<file path="config.mk">
export PLATFORM = sky130hd
export DESIGN_NAME = container_beam_classifier
export DESIGN_NICKNAME = d
export VERILOG_FILES = /design/src/rtl/core/cbc_pkg.sv /design/src/rtl/core/cbc_front.sv /design/src/rtl/core/cbc_queue.sv /design/src/rtl/core/cbc_back.sv /design/src/rtl/core/container_beam_classifier.sv
export SDC_FILE = /design/constraint.sdc
export NUM_CORES = 1
export LEC_CHECK = 0
export BUFFER_PORTS_ARGS = -buffer_cell sky130_fd_sc_hd__buf_2
export CAP_MARGIN = 10
export CORE_MARGIN = 4
export CORE_UTILIZATION = 50
export CTS_BUF_LIST = sky130_fd_sc_hd__clkbuf_4 sky130_fd_sc_hd__clkbuf_8
export CTS_CLUSTER_SIZE = 14
export DETAILED_ROUTE_END_ITERATION = 6
export PLACE_DENSITY_LB_ADDON = 0.15
export SLEW_MARGIN = 40
export SYNTH_ARGS = -nofsm -noshare
export SYNTH_HDL_FRONTEND = slang
export SYNTH_SLANG_ARGS = --single-unit
</file>
<file path="constraint.sdc">
create_clock -name clk_i -period 2.97 [get_ports clk_i]
set_clock_uncertainty 0.15 [all_clocks]
set_input_delay 0.1485 -clock clk_i [delete_from_list [all_inputs] [get_ports clk_i]]
set_output_delay 0.1485 -clock clk_i [all_outputs]
set_load 0.01 [all_outputs]
</file>
<file path="src/rtl/core/cbc_pkg.sv">
// ----------------------------------------------------------------------------
// cbc_pkg
// shared types and constants of the container beam classifier
// ----------------------------------------------------------------------------
`default_nettype none

package cbc_pkg;

  // depth of the command queue between classifier and emitter
  localparam int unsigned QueueDepthDef = 2;

  // capture command codes
  typedef enum logic [2:0] {
    CMD_CLEAR  = 3'd0,
    CMD_LFRONT = 3'd1,
    CMD_LREAR  = 3'd2,
    CMD_SINGLE = 3'd3,
    CMD_DOUBLE = 3'd4
  } cmd_e;

  // beam patterns as {a1, a2, b1, b2}, 1 = blocked, 0 = clear
  localparam logic [3:0] PatArm        = 4'b1000;
  localparam logic [3:0] PatAllBlocked = 4'b1111;
  localparam logic [3:0] PatRear       = 4'b0011;
  localparam logic [3:0] PatSingleFrt  = 4'b1110;
  localparam logic [3:0] PatDoubleGap  = 4'b1011;
  localparam logic [3:0] PatDoubleChk  = 4'b1101;
  localparam logic [3:0] PatDoubleClr  = 4'b1100;

  // one input sample
  typedef struct packed {
    logic beam_a1;
    logic beam_a2;
    logic beam_d1;
    logic beam_b1;
    logic beam_b2;
    logic beam_d2;
  } sample_t;

  // one result item
  typedef struct packed {
    logic [2:0] capture_cmd;
    logic       last_cmd;
  } result_t;

  // work handed from classifier to emitter
  typedef struct packed {
    logic pair;  // clear followed by long front
    cmd_e cmd;   // single command when pair is low
  } job_t;

  typedef struct packed {
    logic valid;
    job_t job;
  } push_t;

  typedef struct packed {
    logic empty;
    logic full;
  } q_status_t;

endpackage

`default_nettype wire

</file>
<file path="src/rtl/core/cbc_front.sv">
// ----------------------------------------------------------------------------
// cbc_front
// sample change detection, rule evaluation and flag state
// ----------------------------------------------------------------------------
`default_nettype none

module cbc_front (
  input  wire logic            clk_i,
  input  wire logic            rst_ni,
  input  wire logic            cfg_we_i,
  input  wire logic            cfg_data_i,
  input  wire logic            accept_i,
  input  wire cbc_pkg::sample_t sample_i,
  output cbc_pkg::push_t       push_o
);
  import cbc_pkg::*;

  typedef struct packed {
    logic armed;
    logic long_box;
    logic single_box;
    logic front_seen;
    logic double_box;
    logic double_check;
  } flags_t;

  logic      polarity_q;
  sample_t   prev_q;
  flags_t    flags_q, flags_d;
  logic      changed;
  logic [3:0] pat;
  logic      has_cmd;
  job_t      job;

  assign changed = (sample_i != prev_q);
  assign pat = {sample_i.beam_a1, sample_i.beam_a2, sample_i.beam_b1, sample_i.beam_b2}
               ^ {4{polarity_q}};

  always_comb begin
    flags_d  = flags_q;
    has_cmd  = 1'b0;
    job.pair = 1'b0;
    job.cmd  = CMD_CLEAR;
    priority if (pat == PatArm) begin
      has_cmd       = 1'b1;
      flags_d.armed = 1'b1;
    end else if (!flags_q.armed) begin
      // idle until armed
    end else if (pat == PatAllBlocked) begin
      if (!flags_q.double_box) begin
        has_cmd            = 1'b1;
        job.pair           = 1'b1;
        flags_d.long_box   = 1'b1;
        flags_d.front_seen = 1'b1;
      end else begin
        flags_d.long_box = 1'b0;
      end
      flags_d.single_box   = 1'b0;
      flags_d.double_check = 1'b0;
    end else if (flags_q.long_box && pat == PatRear) begin
      has_cmd              = 1'b1;
      job.cmd              = CMD_LREAR;
      flags_d.long_box     = 1'b0;
      flags_d.front_seen   = 1'b0;
      flags_d.double_check = 1'b0;
      flags_d.armed        = 1'b0;
    end else if (pat == PatSingleFrt) begin
      flags_d.single_box = 1'b1;
      flags_d.long_box   = 1'b0;
    end else if (flags_q.single_box && pat == PatRear) begin
      has_cmd              = 1'b1;
      job.cmd              = CMD_SINGLE;
      flags_d.single_box   = 1'b0;
      flags_d.long_box     = 1'b0;
      flags_d.double_check = 1'b0;
      flags_d.armed        = 1'b0;
    end else if (flags_q.front_seen && pat == PatDoubleGap) begin
      flags_d.double_box = 1'b1;
      flags_d.long_box   = 1'b0;
    end else if (flags_q.long_box && pat == PatDoubleChk) begin
      flags_d.double_check = 1'b1;
    end else if (flags_q.long_box && flags_q.double_check) begin
      if (pat == PatDoubleClr) begin
        flags_d.double_box = 1'b0;
      end else begin
        flags_d.double_box = 1'b1;
        flags_d.long_box   = 1'b0;
      end
    end else if (flags_q.double_box && pat == PatRear) begin
      has_cmd              = 1'b1;
      job.cmd              = CMD_DOUBLE;
      flags_d.double_box   = 1'b0;
      flags_d.front_seen   = 1'b0;
      flags_d.long_box     = 1'b0;
      flags_d.double_check = 1'b0;
      flags_d.armed        = 1'b0;
    end else begin
      // no rule matches
    end
  end

  assign push_o.valid = accept_i && changed && has_cmd;
  assign push_o.job   = job;

  always_ff @(posedge clk_i or negedge rst_ni) begin
    if (!rst_ni) begin
      polarity_q <= 1'b0;
      prev_q     <= '0;
      flags_q    <= '0;
    end else begin
      if (cfg_we_i) begin
        polarity_q <= cfg_data_i;
      end
      if (accept_i && changed) begin
        prev_q  <= sample_i;
        flags_q <= flags_d;
      end
    end
  end

endmodule

`default_nettype wire

</file>
<file path="src/rtl/core/cbc_queue.sv">
// ----------------------------------------------------------------------------
// cbc_queue
// small fifo of pending command jobs
// ----------------------------------------------------------------------------
`default_nettype none

module cbc_queue #(
  parameter int unsigned Depth = cbc_pkg::QueueDepthDef
) (
  input  wire logic          clk_i,
  input  wire logic          rst_ni,
  input  wire cbc_pkg::push_t push_i,
  input  wire logic          pop_i,
  output cbc_pkg::job_t      head_o,
  output cbc_pkg::q_status_t status_o
);
  import cbc_pkg::*;

  localparam int unsigned PtrW = (Depth > 1) ? $clog2(Depth) : 1;
  localparam int unsigned CntW = $clog2(Depth + 1);
  localparam logic [PtrW-1:0] LastIdx = PtrW'(Depth - 1);
  localparam logic [CntW-1:0] Full    = CntW'(Depth);

  job_t            mem_q [Depth];
  logic [PtrW-1:0] wr_q, rd_q;
  logic [CntW-1:0] cnt_q;
  logic            do_push, do_pop;

  assign status_o.empty = (cnt_q == '0);
  assign status_o.full  = (cnt_q == Full);
  assign do_push = push_i.valid && !status_o.full;
  assign do_pop  = pop_i && !status_o.empty;
  assign head_o  = mem_q[rd_q];

  always_ff @(posedge clk_i) begin
    if (do_push) begin
      mem_q[wr_q] <= push_i.job;
    end
  end

  always_ff @(posedge clk_i or negedge rst_ni) begin
    if (!rst_ni) begin
      wr_q  <= '0;
      rd_q  <= '0;
      cnt_q <= '0;
    end else begin
      if (do_push) begin
        wr_q <= (wr_q == LastIdx) ? '0 : wr_q + 1'b1;
      end
      if (do_pop) begin
        rd_q <= (rd_q == LastIdx) ? '0 : rd_q + 1'b1;
      end
      unique case ({do_push, do_pop})
        2'b10:   cnt_q <= cnt_q + 1'b1;
        2'b01:   cnt_q <= cnt_q - 1'b1;
        default: cnt_q <= cnt_q;
      endcase
    end
  end

endmodule

`default_nettype wire

</file>
<file path="src/rtl/core/cbc_back.sv">
// ----------------------------------------------------------------------------
// cbc_back
// expands queued jobs into result items behind an output register
// ----------------------------------------------------------------------------
`default_nettype none

module cbc_back (
  input  wire logic          clk_i,
  input  wire logic          rst_ni,
  input  wire cbc_pkg::job_t head_i,
  input  wire logic          empty_i,
  output logic               pop_o,
  output logic               out_valid_o,
  input  wire logic          out_stall_i,
  output cbc_pkg::result_t   out_res_o
);
  import cbc_pkg::*;

  logic    valid_q, valid_d;
  logic    pending_q, pending_d;
  result_t res_q, res_d;
  logic    adv;

  assign adv = !valid_q || !out_stall_i;

  always_comb begin
    valid_d   = valid_q;
    pending_d = pending_q;
    res_d     = res_q;
    pop_o     = 1'b0;
    if (adv) begin
      priority if (pending_q) begin
        // second half of a long front pair
        valid_d   = 1'b1;
        pending_d = 1'b0;
        res_d     = '{capture_cmd: CMD_LFRONT, last_cmd: 1'b1};
      end else if (!empty_i) begin
        pop_o   = 1'b1;
        valid_d = 1'b1;
        if (head_i.pair) begin
          pending_d = 1'b1;
          res_d     = '{capture_cmd: CMD_CLEAR, last_cmd: 1'b0};
        end else begin
          res_d = '{capture_cmd: head_i.cmd, last_cmd: 1'b1};
        end
      end else begin
        valid_d = 1'b0;
      end
    end
  end

  always_ff @(posedge clk_i) begin
    res_q <= res_d;
  end

  always_ff @(posedge clk_i or negedge rst_ni) begin
    if (!rst_ni) begin
      valid_q   <= 1'b0;
      pending_q <= 1'b0;
    end else begin
      valid_q   <= valid_d;
      pending_q <= pending_d;
    end
  end

  assign out_valid_o = valid_q;
  assign out_res_o   = res_q;

endmodule

`default_nettype wire

</file>
<file path="src/rtl/core/container_beam_classifier.sv">
// ----------------------------------------------------------------------------
// container_beam_classifier
// infrared gate classifier emitting camera capture commands
// ----------------------------------------------------------------------------
// A new six-beam sample can be taken every clock cycle while the command
// queue has room; samples equal to the previous one are absorbed with no
// effect. A sample that triggers a long front emits two results (clear,
// then long front), any other trigger emits one, so the single output
// register of the emitter limits how fast commands drain. The classifier
// and its flags act in the cycle a sample is taken; commands pass through
// the queue and then the output register. The polarity register is written
// through the cfg port, which is always ready; the user must write it only
// while the block is idle, the block itself does not enforce this.
`default_nettype none

module container_beam_classifier #(
  parameter int unsigned QueueDepth = cbc_pkg::QueueDepthDef
) (
  input  wire logic        clk_i,
  input  wire logic        rst_ni,
  // sample request channel
  input  wire logic        in_valid_i,
  output logic             in_stall_o,
  input  wire cbc_pkg::sample_t in_req_i,
  // result channel
  output logic             out_valid_o,
  input  wire logic        out_stall_i,
  output cbc_pkg::result_t out_res_o,
  // polarity register write
  input  wire logic        cfg_valid_i,
  output logic             cfg_ready_o,
  input  wire logic        cfg_data_i
);
  import cbc_pkg::*;

  push_t     push;
  job_t      head;
  q_status_t q_status;
  logic      pop;
  logic      in_accept;

  // request taken whenever the queue is not full
  assign in_stall_o  = q_status.full;
  assign in_accept   = in_valid_i && !in_stall_o;
  assign cfg_ready_o = 1'b1;

  // front: change detection and rule evaluation
  cbc_front u_front (
    .clk_i      (clk_i),
    .rst_ni     (rst_ni),
    .cfg_we_i   (cfg_valid_i && cfg_ready_o),
    .cfg_data_i (cfg_data_i),
    .accept_i   (in_accept),
    .sample_i   (in_req_i),
    .push_o     (push)
  );

  // decoupling queue of command jobs
  cbc_queue #(
    .Depth (QueueDepth)
  ) u_queue (
    .clk_i    (clk_i),
    .rst_ni   (rst_ni),
    .push_i   (push),
    .pop_i    (pop),
    .head_o   (head),
    .status_o (q_status)
  );

  // back: result emission
  cbc_back u_back (
    .clk_i       (clk_i),
    .rst_ni      (rst_ni),
    .head_i      (head),
    .empty_i     (q_status.empty),
    .pop_o       (pop),
    .out_valid_o (out_valid_o),
    .out_stall_i (out_stall_i),
    .out_res_o   (out_res_o)
  );

  // a non-final result is always the clear half of a pair
  assert property (@(posedge clk_i) disable iff (!rst_ni)
    out_valid_o && !out_res_o.last_cmd |-> out_res_o.capture_cmd == CMD_CLEAR)
    else $error("non-final result is not a clear command");

  // the long front follows a taken clear in the very next cycle
  assert property (@(posedge clk_i) disable iff (!rst_ni)
    out_valid_o && !out_stall_i && !out_res_o.last_cmd
    |=> out_valid_o && out_res_o.last_cmd && out_res_o.capture_cmd == CMD_LFRONT)
    else $error("long front missing after clear");

  // a full queue implies the emitter holds a result
  assert property (@(posedge clk_i) disable iff (!rst_ni)
    q_status.full |-> out_valid_o)
    else $error("queue full while output idle");

endmodule

`default_nettype wire

</file>
Word-level counts from Yosys, hierarchy flattened
Memories as Yosys holds them, arrays and structs flattened.
Cells that the tools add are included.
{"block": "classes", "addsub": 4, "n_eq_ne": 27, "n_mux": 87, "bitwise_logic": 6, "reduce_logical": 25}
{"op": "two-way mux 3 bit", "count": 17}
{"op": "two-way mux 1 bit", "count": 48}
{"op": "two-way mux 2 bit", "count": 16}
{"op": "equality test 4 bit (second input constant)", "count": 6}
{"op": "inequality test 9 bit (second input constant)", "count": 2}
{"op": "two-way mux 4 bit", "count": 4}
{"op": "inequality test 3 x 1 -> 1 bit (second input constant)", "count": 5}
{"op": "logical AND 1 bit", "count": 11}
{"op": "AND reduction 10 bit", "count": 1}
{"op": "AND reduction 9 bit", "count": 1}
{"op": "inequality test 8 bit (second input constant)", "count": 1}
{"op": "inequality test 7 bit (second input constant)", "count": 1}
{"op": "AND reduction 7 bit", "count": 1}
{"op": "two-way mux 6 bit", "count": 1}
{"op": "inequality test 6 bit", "count": 1}
{"op": "AND reduction 6 bit", "count": 1}
{"op": "inequality test 5 x 1 -> 1 bit (second input constant)", "count": 1}
{"op": "inequality test 5 bit (second input constant)", "count": 1}
{"op": "inverter 1 bit", "count": 5}
{"op": "AND reduction 5 bit", "count": 1}
{"op": "equality test 2 bit (second input constant)", "count": 2}
{"op": "equality test 4 x 2 -> 1 bit (second input constant)", "count": 1}
{"op": "logical NOT 1 bit", "count": 4}
{"op": "inequality test 2 x 1 -> 1 bit (second input constant)", "count": 2}
{"op": "other kinds (13)", "count": 15}
{"block": "totals", "ff_bits": 23, "ram_bits": 8, "inputBits": 12, "out_inout_bits": 7, "memories": 1}
{"name": "u_queue.mem_q", "words": 2, "width": 4, "rd": 1, "rd_ports_with_merged_regs": 0, "wr": 1, "line": "cbc_queue.sv:24", "text": "job_t mem_q [Depth];"}

Logic depth before layout (Yosys ltp)
Gate-level depths: netlist (run 1).
{"block": "depth", "word_depth": 22, "ltp_mapped": 10}

Hierarchy
Synthesis (run 1) repeated with hierarchy kept, for this count alone.
{"block": "hier_totals", "hier_cells": 162, "hier_area_um2": 1806.7}
{"module": "cbc_front", "instances": 1, "cells_per_inst": 110, "area_each_um2": 1034.7, "seq_area_each_um2": 325.3}
{"module": "cbc_queue", "instances": 1, "cells_per_inst": 30, "area_each_um2": 481.7, "seq_area_each_um2": 340.3}
{"module": "cbc_back", "instances": 1, "cells_per_inst": 19, "area_each_um2": 265.3, "seq_area_each_um2": 170.2}
{"module": "container_beam_classifier", "instances": 1, "cells_per_inst": 3, "area_each_um2": 25.0, "seq_area_each_um2": 0.0}

Worst setup path after synthesis (run 1)
Ideal clock, no wire load.
{"block": "synth_path", "path_kind": "flip-flop to flip-flop", "start": "register u_front.polarity_q", "end": "register u_queue.cnt_q[1]", "setup_time_ps": 79, "arrival_time_ps": 1958, "setup_slack_ps": 783, "path_stages_with_launch": 9, "path_buffers": 0, "period_less_slack_ps": 2187, "cell_sequence": "dfrtp_1 -> or3b_4 -> o22ai_1 -> a22oi_1 -> nand2b_4 -> a21o_2 -> ha_1 -> nor2_1 -> xor2_1"}
{"block": "synth_between", "elab_chain_len": 17, "elab_cells_between_ends": 28, "cone_classes": "8 x eq/ne; 11 x mux; 1 x bitwise; 8 x reduce/logical"}
{"item": "start: declaration", "line": "cbc_front.sv:27", "text": "logic polarity_q;"}
{"item": "start signal: assignment", "line": "cbc_front.sv:112", "text": "polarity_q <= cfg_data_i;"}
{"item": "bitwise XOR 4 bit *", "line": "cbc_front.sv:37", "text": "^ {4{polarity_q}};"}
{"item": "equality test 4 x 2 -> 1 bit", "line": "cbc_front.sv:60, cbc_front.sv:70, cbc_front.sv:89"}
{"item": "logical AND 1 bit", "line": "cbc_front.sv:89", "text": "end else if (flags_q.double_box && pat == PatRear) begin"}
{"item": "two-way mux 1 bit", "line": "cbc_front.sv:89"}
{"item": "two-way mux 1 bit", "line": "cbc_front.sv:82", "text": "end else if (flags_q.long_box && flags_q.double_check) begin"}
{"item": "two-way mux 1 bit", "line": "cbc_front.sv:80", "text": "end else if (flags_q.long_box && pat == PatDoubleChk) begin"}
{"item": "two-way mux 1 bit", "line": "cbc_front.sv:77", "text": "end else if (flags_q.front_seen && pat == PatDoubleGap) begin"}
{"item": "two-way mux 1 bit", "line": "cbc_front.sv:70", "text": "end else if (flags_q.single_box && pat == PatRear) begin"}
{"item": "two-way mux 1 bit", "line": "cbc_front.sv:67", "text": "end else if (pat == PatSingleFrt) begin"}
{"item": "two-way mux 1 bit", "line": "cbc_front.sv:60", "text": "end else if (flags_q.long_box && pat == PatRear) begin"}
{"item": "two-way mux 1 bit", "line": "cbc_front.sv:49", "text": "end else if (pat == PatAllBlocked) begin"}
{"item": "two-way mux 1 bit", "line": "cbc_front.sv:47", "text": "end else if (!flags_q.armed) begin"}
{"item": "two-way mux 1 bit *", "line": "cbc_front.sv:44", "text": "priority if (pat == PatArm) begin"}
{"item": "logical AND 1 bit *", "line": "cbc_front.sv:102", "text": "assign push_o.valid = accept_i && changed && has_cmd;"}
{"item": "logical AND 1 bit *", "line": "cbc_queue.sv:31", "text": "assign do_push = push_i.valid && !status_o.full;"}
{"item": "equality test 2 x 1 -> 1 bit or equality test 2 bit (tied branches)", "line": "cbc_queue.sv:53", "text": "unique case ({do_push, do_pop})"}
{"item": "case mux 2 bit (2 select lines) or nonzero test 2 bit (tied branches)"}
{"item": "end signal: assignment", "line": "cbc_queue.sv:54", "text": "2'b10: cnt_q <= cnt_q + 1'b1;"}
{"item": "end signal: assignment", "line": "cbc_queue.sv:55", "text": "2'b01: cnt_q <= cnt_q - 1'b1;"}
{"item": "end signal: assignment", "line": "cbc_queue.sv:56", "text": "default: cnt_q <= cnt_q;"}
{"item": "end: declaration", "line": "cbc_queue.sv:26", "text": "logic [CntW-1:0] cnt_q;"}
Mark *: on every way between the ends. The rest lies on a longest branch, timed or not.
A chain may end at the register's enable or synchronous reset.

Worst setup path after layout (run 1)
{"block": "layout_path", "start": "register u_front.polarity_q", "end": "memory u_queue.mem_q[0][1] (netlist bit) (enable)"}
{"block": "layout_between", "elab_chain_len": 17, "elab_cells_between_ends": 26, "cone_classes": "6 x eq/ne; 12 x mux; 1 x bitwise; 7 x reduce/logical"}
{"item": "bitwise XOR 4 bit *", "line": "cbc_front.sv:37"}
{"item": "equality test 4 x 2 -> 1 bit", "line": "cbc_front.sv:60, cbc_front.sv:70, cbc_front.sv:89"}
{"item": "logical AND 1 bit", "line": "cbc_front.sv:89"}
{"item": "two-way mux 1 bit", "line": "cbc_front.sv:89"}
{"item": "two-way mux 1 bit", "line": "cbc_front.sv:82"}
{"item": "two-way mux 1 bit", "line": "cbc_front.sv:80"}
{"item": "two-way mux 1 bit", "line": "cbc_front.sv:77"}
{"item": "two-way mux 1 bit", "line": "cbc_front.sv:70"}
{"item": "two-way mux 1 bit", "line": "cbc_front.sv:67"}
{"item": "two-way mux 1 bit", "line": "cbc_front.sv:60"}
{"item": "two-way mux 1 bit", "line": "cbc_front.sv:49"}
{"item": "two-way mux 1 bit", "line": "cbc_front.sv:47"}
{"item": "two-way mux 1 bit *", "line": "cbc_front.sv:44"}
{"item": "logical AND 1 bit *", "line": "cbc_front.sv:102"}
{"item": "logical AND 1 bit *", "line": "cbc_queue.sv:31"}
{"item": "two-way mux 1 bit *", "line": "cbc_queue.sv:36", "text": "if (do_push) begin"}
{"item": "two-way mux 1 bit (not written as such) *", "line": "cbc_queue.sv:37", "text": "mem_q[wr_q] <= push_i.job;"}
{"item": "end: declaration", "line": "cbc_queue.sv:24"}
Marked as above.

==> reports/qor.csv, run 1 <==
stage;metric;value;unit
pwr;p_leak;0.874;nW
clock_tree;cts.repair.resized;0;
pwr;p_per_area;836;mW/mm²
floorplan;dieArea;0.00498;mm²
sta;fmax;392;MHz
clock_tree;cts.sinks;31;
clock_tree;clk_pin_slew_worst_paths;0.07;ns
logic_synthesis;yosysWarnings;0;
worst_hold_path;hp-class;in2reg;
critical_path;crit_path_top_delay_cell;a211oi_1;
logic_synthesis;synth_edf_count;12;
grt;grt_start_max_net_pins;20;
logic_synthesis;synth_cell_types;65;
critical_path;critical-path-max-stage-delay;0.56;ns
placement;place.gp.congestion;0.845;
clock_tree;cts_root_buf;clkbuf_8;
floorplan;dieWidth;70.6;µm
critical_path;arrival;2.32;ns
clock_tree;clockBufferDepth;2;
finish;drive_above_1_share;0.306;
detailed_routing;finalWirelength;3870;µm
critical_path;required;2.74;ns
detailed_routing;vias;1395;
logic_synthesis;synthArstFlopShare;0.613;
detailed_routing;drtAntennaViolNets;0;
sta;tns;0;ns
floorplan;core-area;0.00372;mm²
floorplan;ios;19;
grt;grt_first_pass_wirelength;6610;µm
sta;rsz0062_at_grt;no;
finish;diodes;0;
critical_path;path_delay_family;compound AO/OA/AOI/OAI gates;
grt;grt-ovfl-total;0;
logic_synthesis;netlist_instances;172;
sta;min_period;2.55;ns
critical_path;rr_worst_depth;5;
flow_run;cap_violations;0;
clock_tree;cts_tree;done;
placement;place_area;0.00202;mm²
critical_path;crit_fanout;13;
finish;final_cell_area;0.00218;mm²
placement;io_buffers;17;
floorplan;initial_core_util;0.527;
clock_tree;htree_levels;2;
placement;dp_hpwl;2790;µm
clock_tree;clock_latency;0.29;ns
detailed_routing;wl_per_cell;16.1;µm
worst_hold_path;worstHoldPathCells;2;
critical_path;cp.buffers_inverters;0;
sta;relSlewSlack;0.591;
critical_path;worstSetupPathType;reg2reg;
sta;worstMarginPinSlew;0.609;ns
critical_path;cp_cell_sequence;or3b_4 > o22ai_1 > a22oi_1 > nand2b_4 > a211oi_1;
detailed_routing;dr.first_iter.drc_count;95;
grt;antenna_found_initial;0;
clock_tree;cts_made_buffers;5;
logic_synthesis;syn_area;0.00196;mm²
logic_synthesis;ys_seq_elements;31;
critical_path;cp.depth;5;
pwr;peakVddDrop;418;µV
finish;layout.nets;205;
critical_path;cp-end-kind;flip-flop;
detailed_routing;drtPass1Iterations;4;
grt;grt_pass1_vias;1415;
sta;setup_viol;0;
detailed_routing;drcViolationCount;0;
logic_synthesis;yosysSeqAreaShare;0.427;
sta;hold_viol_final;0;
logic_synthesis;synth_fp_nets;185;
logic_synthesis;synth_flop_cell;dfrtp_1;
detailed_routing;vias_per_cell;5.79;
sta;period_share;0.859;
finish;nFillCells;313;
grt;grt_use_total;0.170;
sta;report.final.slew_viol_count;0;
floorplan;die_h;70.6;µm
status;status;finished clean;
finish;syn_to_final_growth;11.5;%
floorplan;rows;22;
logic_synthesis;syn_avg_cell_area;11.4;µm²
critical_path;worstSetupStartpointType;flip-flop;
## kinds of logic (layout without fill, tap and decap cells)
family,Yosys count,count (layout),share of synthesized area
mux,14,14,0.0786
simple gates,54,54,0.185
other cells,1,1,0.00192
flops,31,31,0.427
xor+xnor,11,11,0.0530
buf+inv,17,38,0.0601
compound gates,43,43,0.188
fa+ha+maj,1,1,0.00639
## cell usage after synthesis, types with 3 or more instances
cell type / n / share of area
nand2b_1: 3 / 0.0096
dfrtp_1: 19 / 0.24
mux2_2: 8 / 0.046
o31ai_1: 3 / 0.012
buf_6: 5 / 0.029
edfxtp_1: 12 / 0.18
mux2i_1: 5 / 0.026
o21ai_0: 4 / 0.010
nor3_1: 5 / 0.013
xor2_1: 7 / 0.031
inv_1: 6 / 0.012
or2_2: 3 / 0.0096
a21oi_1: 5 / 0.013
xnor2_1: 3 / 0.013
o211ai_1: 3 / 0.012
nand2_1: 10 / 0.019
nand3b_1: 4 / 0.015
nor2_1: 8 / 0.015
buf_4: 4 / 0.015
## metrics by stage
stage | instances | power, mW | util | hold WS [ns] | setup WS [ns]
floorplan | 172 | 1.27 | - | -0.297 | 0.783
global placement | 227 | 1.39 | 0.542 | -0.0264 | 0.548
detailed placement | 227 | 1.41 | 0.542 | -0.0212 | 0.419
CTS | 241 | 1.84 | 0.588 | 0.150 | 0.395
global route | 241 | 1.95 | 0.588 | 0.187 | 0.218
finish | 241 | 1.83 | 0.588 | 0.169 | 0.418
## cells in the final DEF, fill, tap and decap left out, drive strengths merged, types with 4 or more instances in the layout
cell / Yosys / routed
nand2b: 4 / 4
nor3: 5 / 5
nor2: 8 / 8
mux2: 8 / 8
edfxtp: 12 / 12
dfrtp: 19 / 19
clkbuf: 1 / 5
dlygate4sd3: 0 / 6
a21o: 4 / 4
nand2: 10 / 10
a21oi: 5 / 5
inv: 6 / 6
xor2: 8 / 8
nand3b: 5 / 5
mux2i: 6 / 6
o21ai: 5 / 5
buf: 10 / 18
## what timing repair did
| action | CTS | global route |
|---|---|---|
| hold endpoints to repair | 24 | 0 |
| hold buffers | 6 | 0 |
| setup buffers | 0 | 0 |
## power breakdown
group          total (mW)  internal (mW)  switching [mW]
Combinational       0.659          0.314           0.345
Sequential          0.754          0.594           0.160
Clock               0.412          0.245           0.167
Total                1.83           1.15           0.672
## per-layer routing
metal | part of all wire | track usage
met2 | 0.48 | 0.268
met3 | 0.038 | 0.0526
met4 | 0.015 | 0.0689
met1 | 0.46 | 0.220
met5 | 0 | 0
## sequential cells by signal, summed over array words and instances, names as in the netlist
signal,flops
u_back.out_res_o,4
u_back.out_valid_o,1
u_back.pending_q,1
u_front.flags_q,6
u_front.polarity_q,1
u_front.prev_q,6
u_queue.cnt_q,2
u_queue.mem_q,8
u_queue.rd_q,1
u_queue.wr_q,1
## worst paths after layout
path | from | endpoint | slack, ns
max in group asynchronous | rst_ni | u_front.prev_q[5] | 2.15
hold reg to reg | u_front.prev_q[5] | u_front.prev_q[5] | 0.38
min in group asynchronous | rst_ni | u_front.polarity_q | 0.19
setup reg to reg | u_front.polarity_q | u_queue.mem_q[0][1] | 0.42
hold / removal | in_req_i[4] | u_front.prev_q[4] | 0.17
setup / recovery | u_front.polarity_q | u_queue.mem_q[0][1] | 0.42
## final cells by class
cell class / count / area (µm²) / area share
clock buffer: 5 / 68.8 / 0.0315
clock inverter: 3 / 38.8 / 0.0178
inverter: 6 / 22.5 / 0.0103
multi-input combinational: 124 / 1000 / 0.460
sequential: 31 / 836 / 0.383
tap: 48 / 60.1 / 0.0275
timing repair buffer: 24 / 153 / 0.0699
Power figures use the tool's default switching activity.
==> run 2, diff against run 1 <==
CORE_ASPECT_RATIO = 1.2   (was not set)
clock period = 2.5 ns   (was 2.97 ns; I/O delays follow)
==> run 2 against run 1 <==
Net effect:
- global-route usage is 0.26 points higher
- die area hardly changed
- sequential power is 16% higher
- via count is 1.1% higher
- register-to-register slack worse by 0.25 ns
- clock power is 7.0% lower
- critical endpoint is now u_queue.cnt_q[1]
- utilization is 1.3 points higher
- sequential share of layout area is 0.53 points lower
==> reports/qor.csv, run 2 (synthesis results as in run 1) <==
stage;metric;value;unit
status;status;finished clean;
critical_path;arrival;2.39;ns
critical_path;worstSetupPathType;reg2reg;
clock_tree;clk_pin_slew_worst_paths;0.07;ns
flow_run;cap_violations;0;
pwr;p_leak;0.897;nW
pwr;p_per_area;944;mW/mm²
finish;reg_top3;u_queue.mem_q x8, u_front.flags_q x6, u_front.prev_q x6;
finish;final_cell_area;0.00222;mm²
detailed_routing;wl_per_cell;15.4;µm
clock_tree;cts_made_buffers;5;
critical_path;cp_cell_sequence;or3b_4 > o22ai_1 > a22oi_1 > nand2b_4 > a21o_2 > ha_1 > nor2_1 > xor2_1;
critical_path;worstSetupStartpointType;flip-flop;
detailed_routing;drtPass1Iterations;4;
grt;antenna_found_initial;0;
finish;drive_above_1_share;0.335;
finish;most-common-layout-cells;18 x dfrtp_1, 17 x buf_2, 12 x edfxtp_1;
sta;rsz0062_at_grt;no;
clock_tree;clock_latency;0.28;ns
floorplan;initial_core_util;0.530;
clock_tree;htree_levels;2;
floorplan;die_h;76.6;µm
detailed_routing;drtAntennaViolNets;0;
detailed_routing;vias;1410;
finish;final_common_cell;dfrtp_1;
grt;grt_start_max_net_pins;20;
sta;report.final.slew_viol_count;0;
worst_hold_path;hp-class;in2reg;
grt;grt-ovfl-total;0;
floorplan;core-area;0.00369;mm²
detailed_routing;dr.first_iter.drc_count;84;
clock_tree;cts.sinks;31;
sta;fmax;428;MHz
critical_path;critical-path-max-stage-delay;0.42;ns
sta;min_period;2.34;ns
placement;place_area;0.00207;mm²
placement;io_buffers;17;
floorplan;ios;19;
sta;period_share;0.935;
floorplan;dieWidth;65.1;µm
grt;grt_use_total;0.173;
finish;regMostFlops;u_queue.mem_q;
pwr;peakVddDrop;449;µV
worst_hold_path;min-delay-start;in_req_i[4];
critical_path;crit_fanout;6;
sta;hold_viol_final;0;
placement;dp_hpwl;2920;µm
sta;setup_viol;0;
clock_tree;cts_tree;done;
critical_path;required;2.55;ns
grt;grt_first_pass_wirelength;6670;µm
sta;relSlewSlack;0.669;
clock_tree;clockBufferDepth;2;
pwr;fin_total_pwr;2.09;mW
sta;worstMarginPinSlew;0.490;ns
sta;tns;0;ns
critical_path;cp-end-kind;flip-flop;
floorplan;rows;24;
floorplan;dieArea;0.00499;mm²
detailed_routing;vias_per_cell;5.60;
detailed_routing;finalWirelength;3870;µm
clock_tree;cts_root_buf;clkbuf_8;
placement;place.gp.congestion;0.837;
critical_path;crit_path_top_delay_cell;or3b_4;
finish;largest_reg_flops;8;
detailed_routing;drcViolationCount;0;
finish;syn_to_final_growth;13.2;%
critical_path;r2r_start;u_front.polarity_q;
finish;layout.nets;212;
critical_path;critPathLaunch;u_front.polarity_q;
finish;diodes;0;
grt;grt_pass1_vias;1428;
==> run 2: layout make-up <==
cell class | count | area, µm²
clock inverter | 2 | 8.76
multi-input combinational | 124 | 1000
timing repair buffer | 31 | 203
sequential | 31 | 837
inverter | 6 | 22.5
clock buffer | 6 | 76.3
tap | 52 | 65.1
fill | 337 | 1480
==> run 2: path summary, 6_finish.rpt <==
kind	to	slack, ns	depth (start not counted)
max	u_queue.cnt_q[1]	0.16	8
min	u_front.prev_q[4]	0.16	2
max reg2reg	u_queue.cnt_q[1]	0.16	8
min reg2reg	u_front.prev_q[3]	0.37	1
max in group asynchronous	u_front.polarity_q	1.68	2
min in group asynchronous	u_front.flags_q[3]	0.18	2
==> run 2: per-stage QoR <==
step | cells | util | hold slack (ns) | setup WS (ns)
2_1_floorplan | 172 | - | -0.321 | 0.313
3_3_place_gp | 237 | 0.559 | -0.0518 | 0.143
3_5_place_dp | 237 | 0.559 | -0.0475 | 0.0778
4_1_cts | 251 | 0.599 | 0.149 | 0.0415
5_1_grt | 252 | 0.600 | 0.173 | 0.0234
6_report | 252 | 0.600 | 0.162 | 0.163
==> run 2: where the power goes <==
group          switching (mW)  total (mW)  internal [mW]
clock                   0.181       0.383          0.202
sequential              0.166       0.873          0.707
combinational           0.437       0.838          0.401
total                   0.784        2.09           1.31
==> run 2: repair_timing <==
action,CTS,global route
setup endpoints to repair,0,1
buffers inserted,0,1
resized for setup,0,1
hold buffers,6,0
hold endpoints to repair,23,0
==> run 2: critical path: cells and delay by family, from the launching register on <==
kind            cells  cell delay (ns)
fa+ha+maj           1             0.32
simple gates        3             0.72
xor+xnor            1             0.15
compound gates      3             0.53
flops               1             0.40
==> run 2: per-layer routing <==
metal | wire, µm | GRT usage | vias to the layer above
li1 | - | - | 686
met1 | 1500 | 0.204 | 681
met2 | 2140 | 0.302 | 35
met3 | 182 | 0.0457 | 8
met4 | 49 | 0.0539 | 0
met5 | 0 | 0 | -
==> run 3, diff against run 2 <==
CORE_ASPECT_RATIO = not set   (was 1.2)
PLACE_DENSITY = 0.69   (was not set)
PLACE_DENSITY_LB_ADDON = not set   (was 0.15)
==> run 3 against run 2 <==
Net effect:
- worst setup slack gained 0.020 ns
- clock power grew 34%
- register-to-register slack gained 0.02 ns
- final cell count shrank 1.2%
- sequential cell count is the same
- power grew 6.7%
- critical path depth is the same
- non-clock buffer count grew 1
- combinational power grew 2%
- sequential power shrank 0.6%
- count of clock-buffer cells in the layout is the same
- critical endpoint unchanged
==> reports/qor.csv, run 3 (synthesis results as in run 1) <==
stage;metric;value;unit
status;status;finished clean;
grt;grt_use_total;0.175;
grt;grt-ovfl-total;0;
critical_path;path_delay_family;simple AND/OR/NAND/NOR gates;
finish;nFillCells;317;
grt;grt_start_max_net_pins;20;
sta;report.final.slew_viol_count;0;
detailed_routing;dr.first_iter.drc_count;88;
critical_path;worstSetupStartpointType;flip-flop;
finish;final_cell_area;0.00226;mm²
pwr;p_sw;800;µW
detailed_routing;wl_per_cell;16.1;µm
floorplan;core-area;0.00372;mm²
clock_tree;clockBufferDepth;2;
flow_run;cap_violations;0;
placement;dp_hpwl;2910;µm
detailed_routing;drcViolationCount;0;
detailed_routing;drtPass1Iterations;4;
worst_hold_path;hp-class;in2reg;
placement;placed_cells;234;
sta;layout_setup_ws;0.183;ns
placement;io_buffers;17;
sta;hold_viol_final;0;
pwr;p_int;1.43;mW
pwr;seqPwrFrac;0.389;
finish;diodes;0;
detailed_routing;finalWirelength;4010;µm
sta;setup_viol;0;
pwr;p_leak;0.918;nW
sta;rsz0062_at_grt;no;
grt;antenna_found_initial;0;
floorplan;dieArea;0.00498;mm²
critical_path;cp-end-kind;flip-flop;
pwr;peakVddDrop;418;µV
placement;dpl_worst_slack;0.127;ns
pwr;sw_frac_of_total;0.358;
critical_path;cp.buffers_inverters;0;
finish;most-common-layout-cells;18 x dfrtp_1, 17 x buf_2, 12 x edfxtp_1;
critical_path;worstSetupPathType;reg2reg;
finish;largest_reg_flops;8;
clock_tree;clk_pin_slew_worst_paths;0.07;ns
finish;post-route-util;0.609;
finish;syn_to_final_growth;15.6;%
finish;reg_top3;u_queue.mem_q x8, u_front.flags_q x6, u_front.prev_q x6;
clock_tree;htree_levels;2;
sta;worst_hold_slack;0.0387;ns
clock_tree;clock_latency;0.29;ns
clock_tree;cts_made_buffers;5;
sta;fmax;432;MHz
pwr;p_per_area;987;mW/mm²
finish;layout.nets;213;
finish;regMostFlops;u_queue.mem_q;
placement;place.gp.congestion;0.881;
sta;period_share;0.927;
critical_path;required;2.56;ns
finish;final_cells;249;
pwr;p_comb_frac;0.381;
grt;grt_pass1_vias;1520;
detailed_routing;vias_per_cell;5.87;
pwr;clkPwrFrac;0.230;
finish;final_common_cell;dfrtp_1;
floorplan;dieWidth;70.6;µm
grt;grt_first_pass_wirelength;6920;µm
critical_path;crit_fanout;7;
sta;min_period;2.32;ns
detailed_routing;vias;1461;
critical_path;cp_cell_sequence;or3b_4 > o22ai_2 > a22oi_1 > nand2b_4 > a21o_2 > ha_1 > nor2_2 > xor2_1;
critical_path;arrival;2.38;ns
critical_path;crit_path_top_delay_cell;or3b_4;
detailed_routing;drtAntennaViolNets;0;
finish;drive_above_1_share;0.353;
clock_tree;cts.sinks;31;
sta;tns;0;ns
critical_path;critical-path-max-stage-delay;0.43;ns
floorplan;initial_core_util;0.527;
pwr;fin_total_pwr;2.23;mW
floorplan;rows;22;
floorplan;ios;19;
placement;place_area;0.00207;mm²
clock_tree;cts_tree;done;
floorplan;die_h;70.6;µm
clock_tree;cts_root_buf;clkbuf_8;
run 3: cell types whose count changed in the layout (fill, tap and decap cells not counted), sizes merged:
| cell | change |
|---|---|
| clkinv | -1 |
| buf | +2 |
| clkbuf | -1 |
| bufinv | +1 |
run 3: worst register-to-register path, cell delays in order (launching register included):
cell and delay, ns:
dfrtp_2 0.40, or3b_4 0.43, o22ai_2 0.14, a22oi_1 0.13, nand2b_4 0.18, a21o_2 0.22, ha_1 0.33, nor2_2 0.13
xor2_1 0.14
run 3: layout make-up:
type                    instances  area, µm²  share of cell area
repair buffers                 32        213              0.0940
inverters                       6       22.5             0.00995
well taps                      48       60.1              0.0265
clock buffers                   6       82.6              0.0365
flip-flops and latches         31        837               0.370
multi-input cells             124       1010               0.448
clock inverters                 2       35.0              0.0155
run 3: timing repair:
| item | CTS | global route |
|---|---|---|
| setup endpoints to repair | 0 | 1 |
| endpoints found under the hold margin | 24 | 0 |
| gates resized for setup | 0 | 3 |
| hold buffers | 6 | 0 |
| buffers inserted | 0 | 1 |
run 3: worst paths after layout:
path                               startpoint                 end  slack, ns  cells after the start
setup / recovery           u_front.polarity_q    u_queue.cnt_q[1]       0.18                      8
hold / removal                    in_req_i[2]   u_front.prev_q[2]       0.04                      2
setup reg to reg           u_front.polarity_q    u_queue.cnt_q[1]       0.18                      8
hold reg to reg             u_front.prev_q[4]   u_front.prev_q[4]       0.38                      1
max in group asynchronous              rst_ni  u_front.polarity_q       1.69                      2
min in group asynchronous              rst_ni    u_queue.cnt_q[0]       0.17                      2
run 3: power by group through the flow:
stage               Sequential (mW)  Combinational [mW]  Clock, mW
global placement              0.867               0.815          0
CTS                           0.867               0.846      0.529
floorplan                     0.845               0.658          0
detailed placement            0.875               0.833          0
finish                        0.868               0.852      0.514
global route                  0.891               0.950      0.545
run 3: routing by layer:
layer / track usage / part of all wire / vias to the layer above
li1: - / - / 696
met1: 0.215 / 0.42 / 700
met2: 0.287 / 0.49 / 49
met3: 0.0412 / 0.063 / 16
met4: 0.0939 / 0.033 / 0
met5: 0 / 0 / -
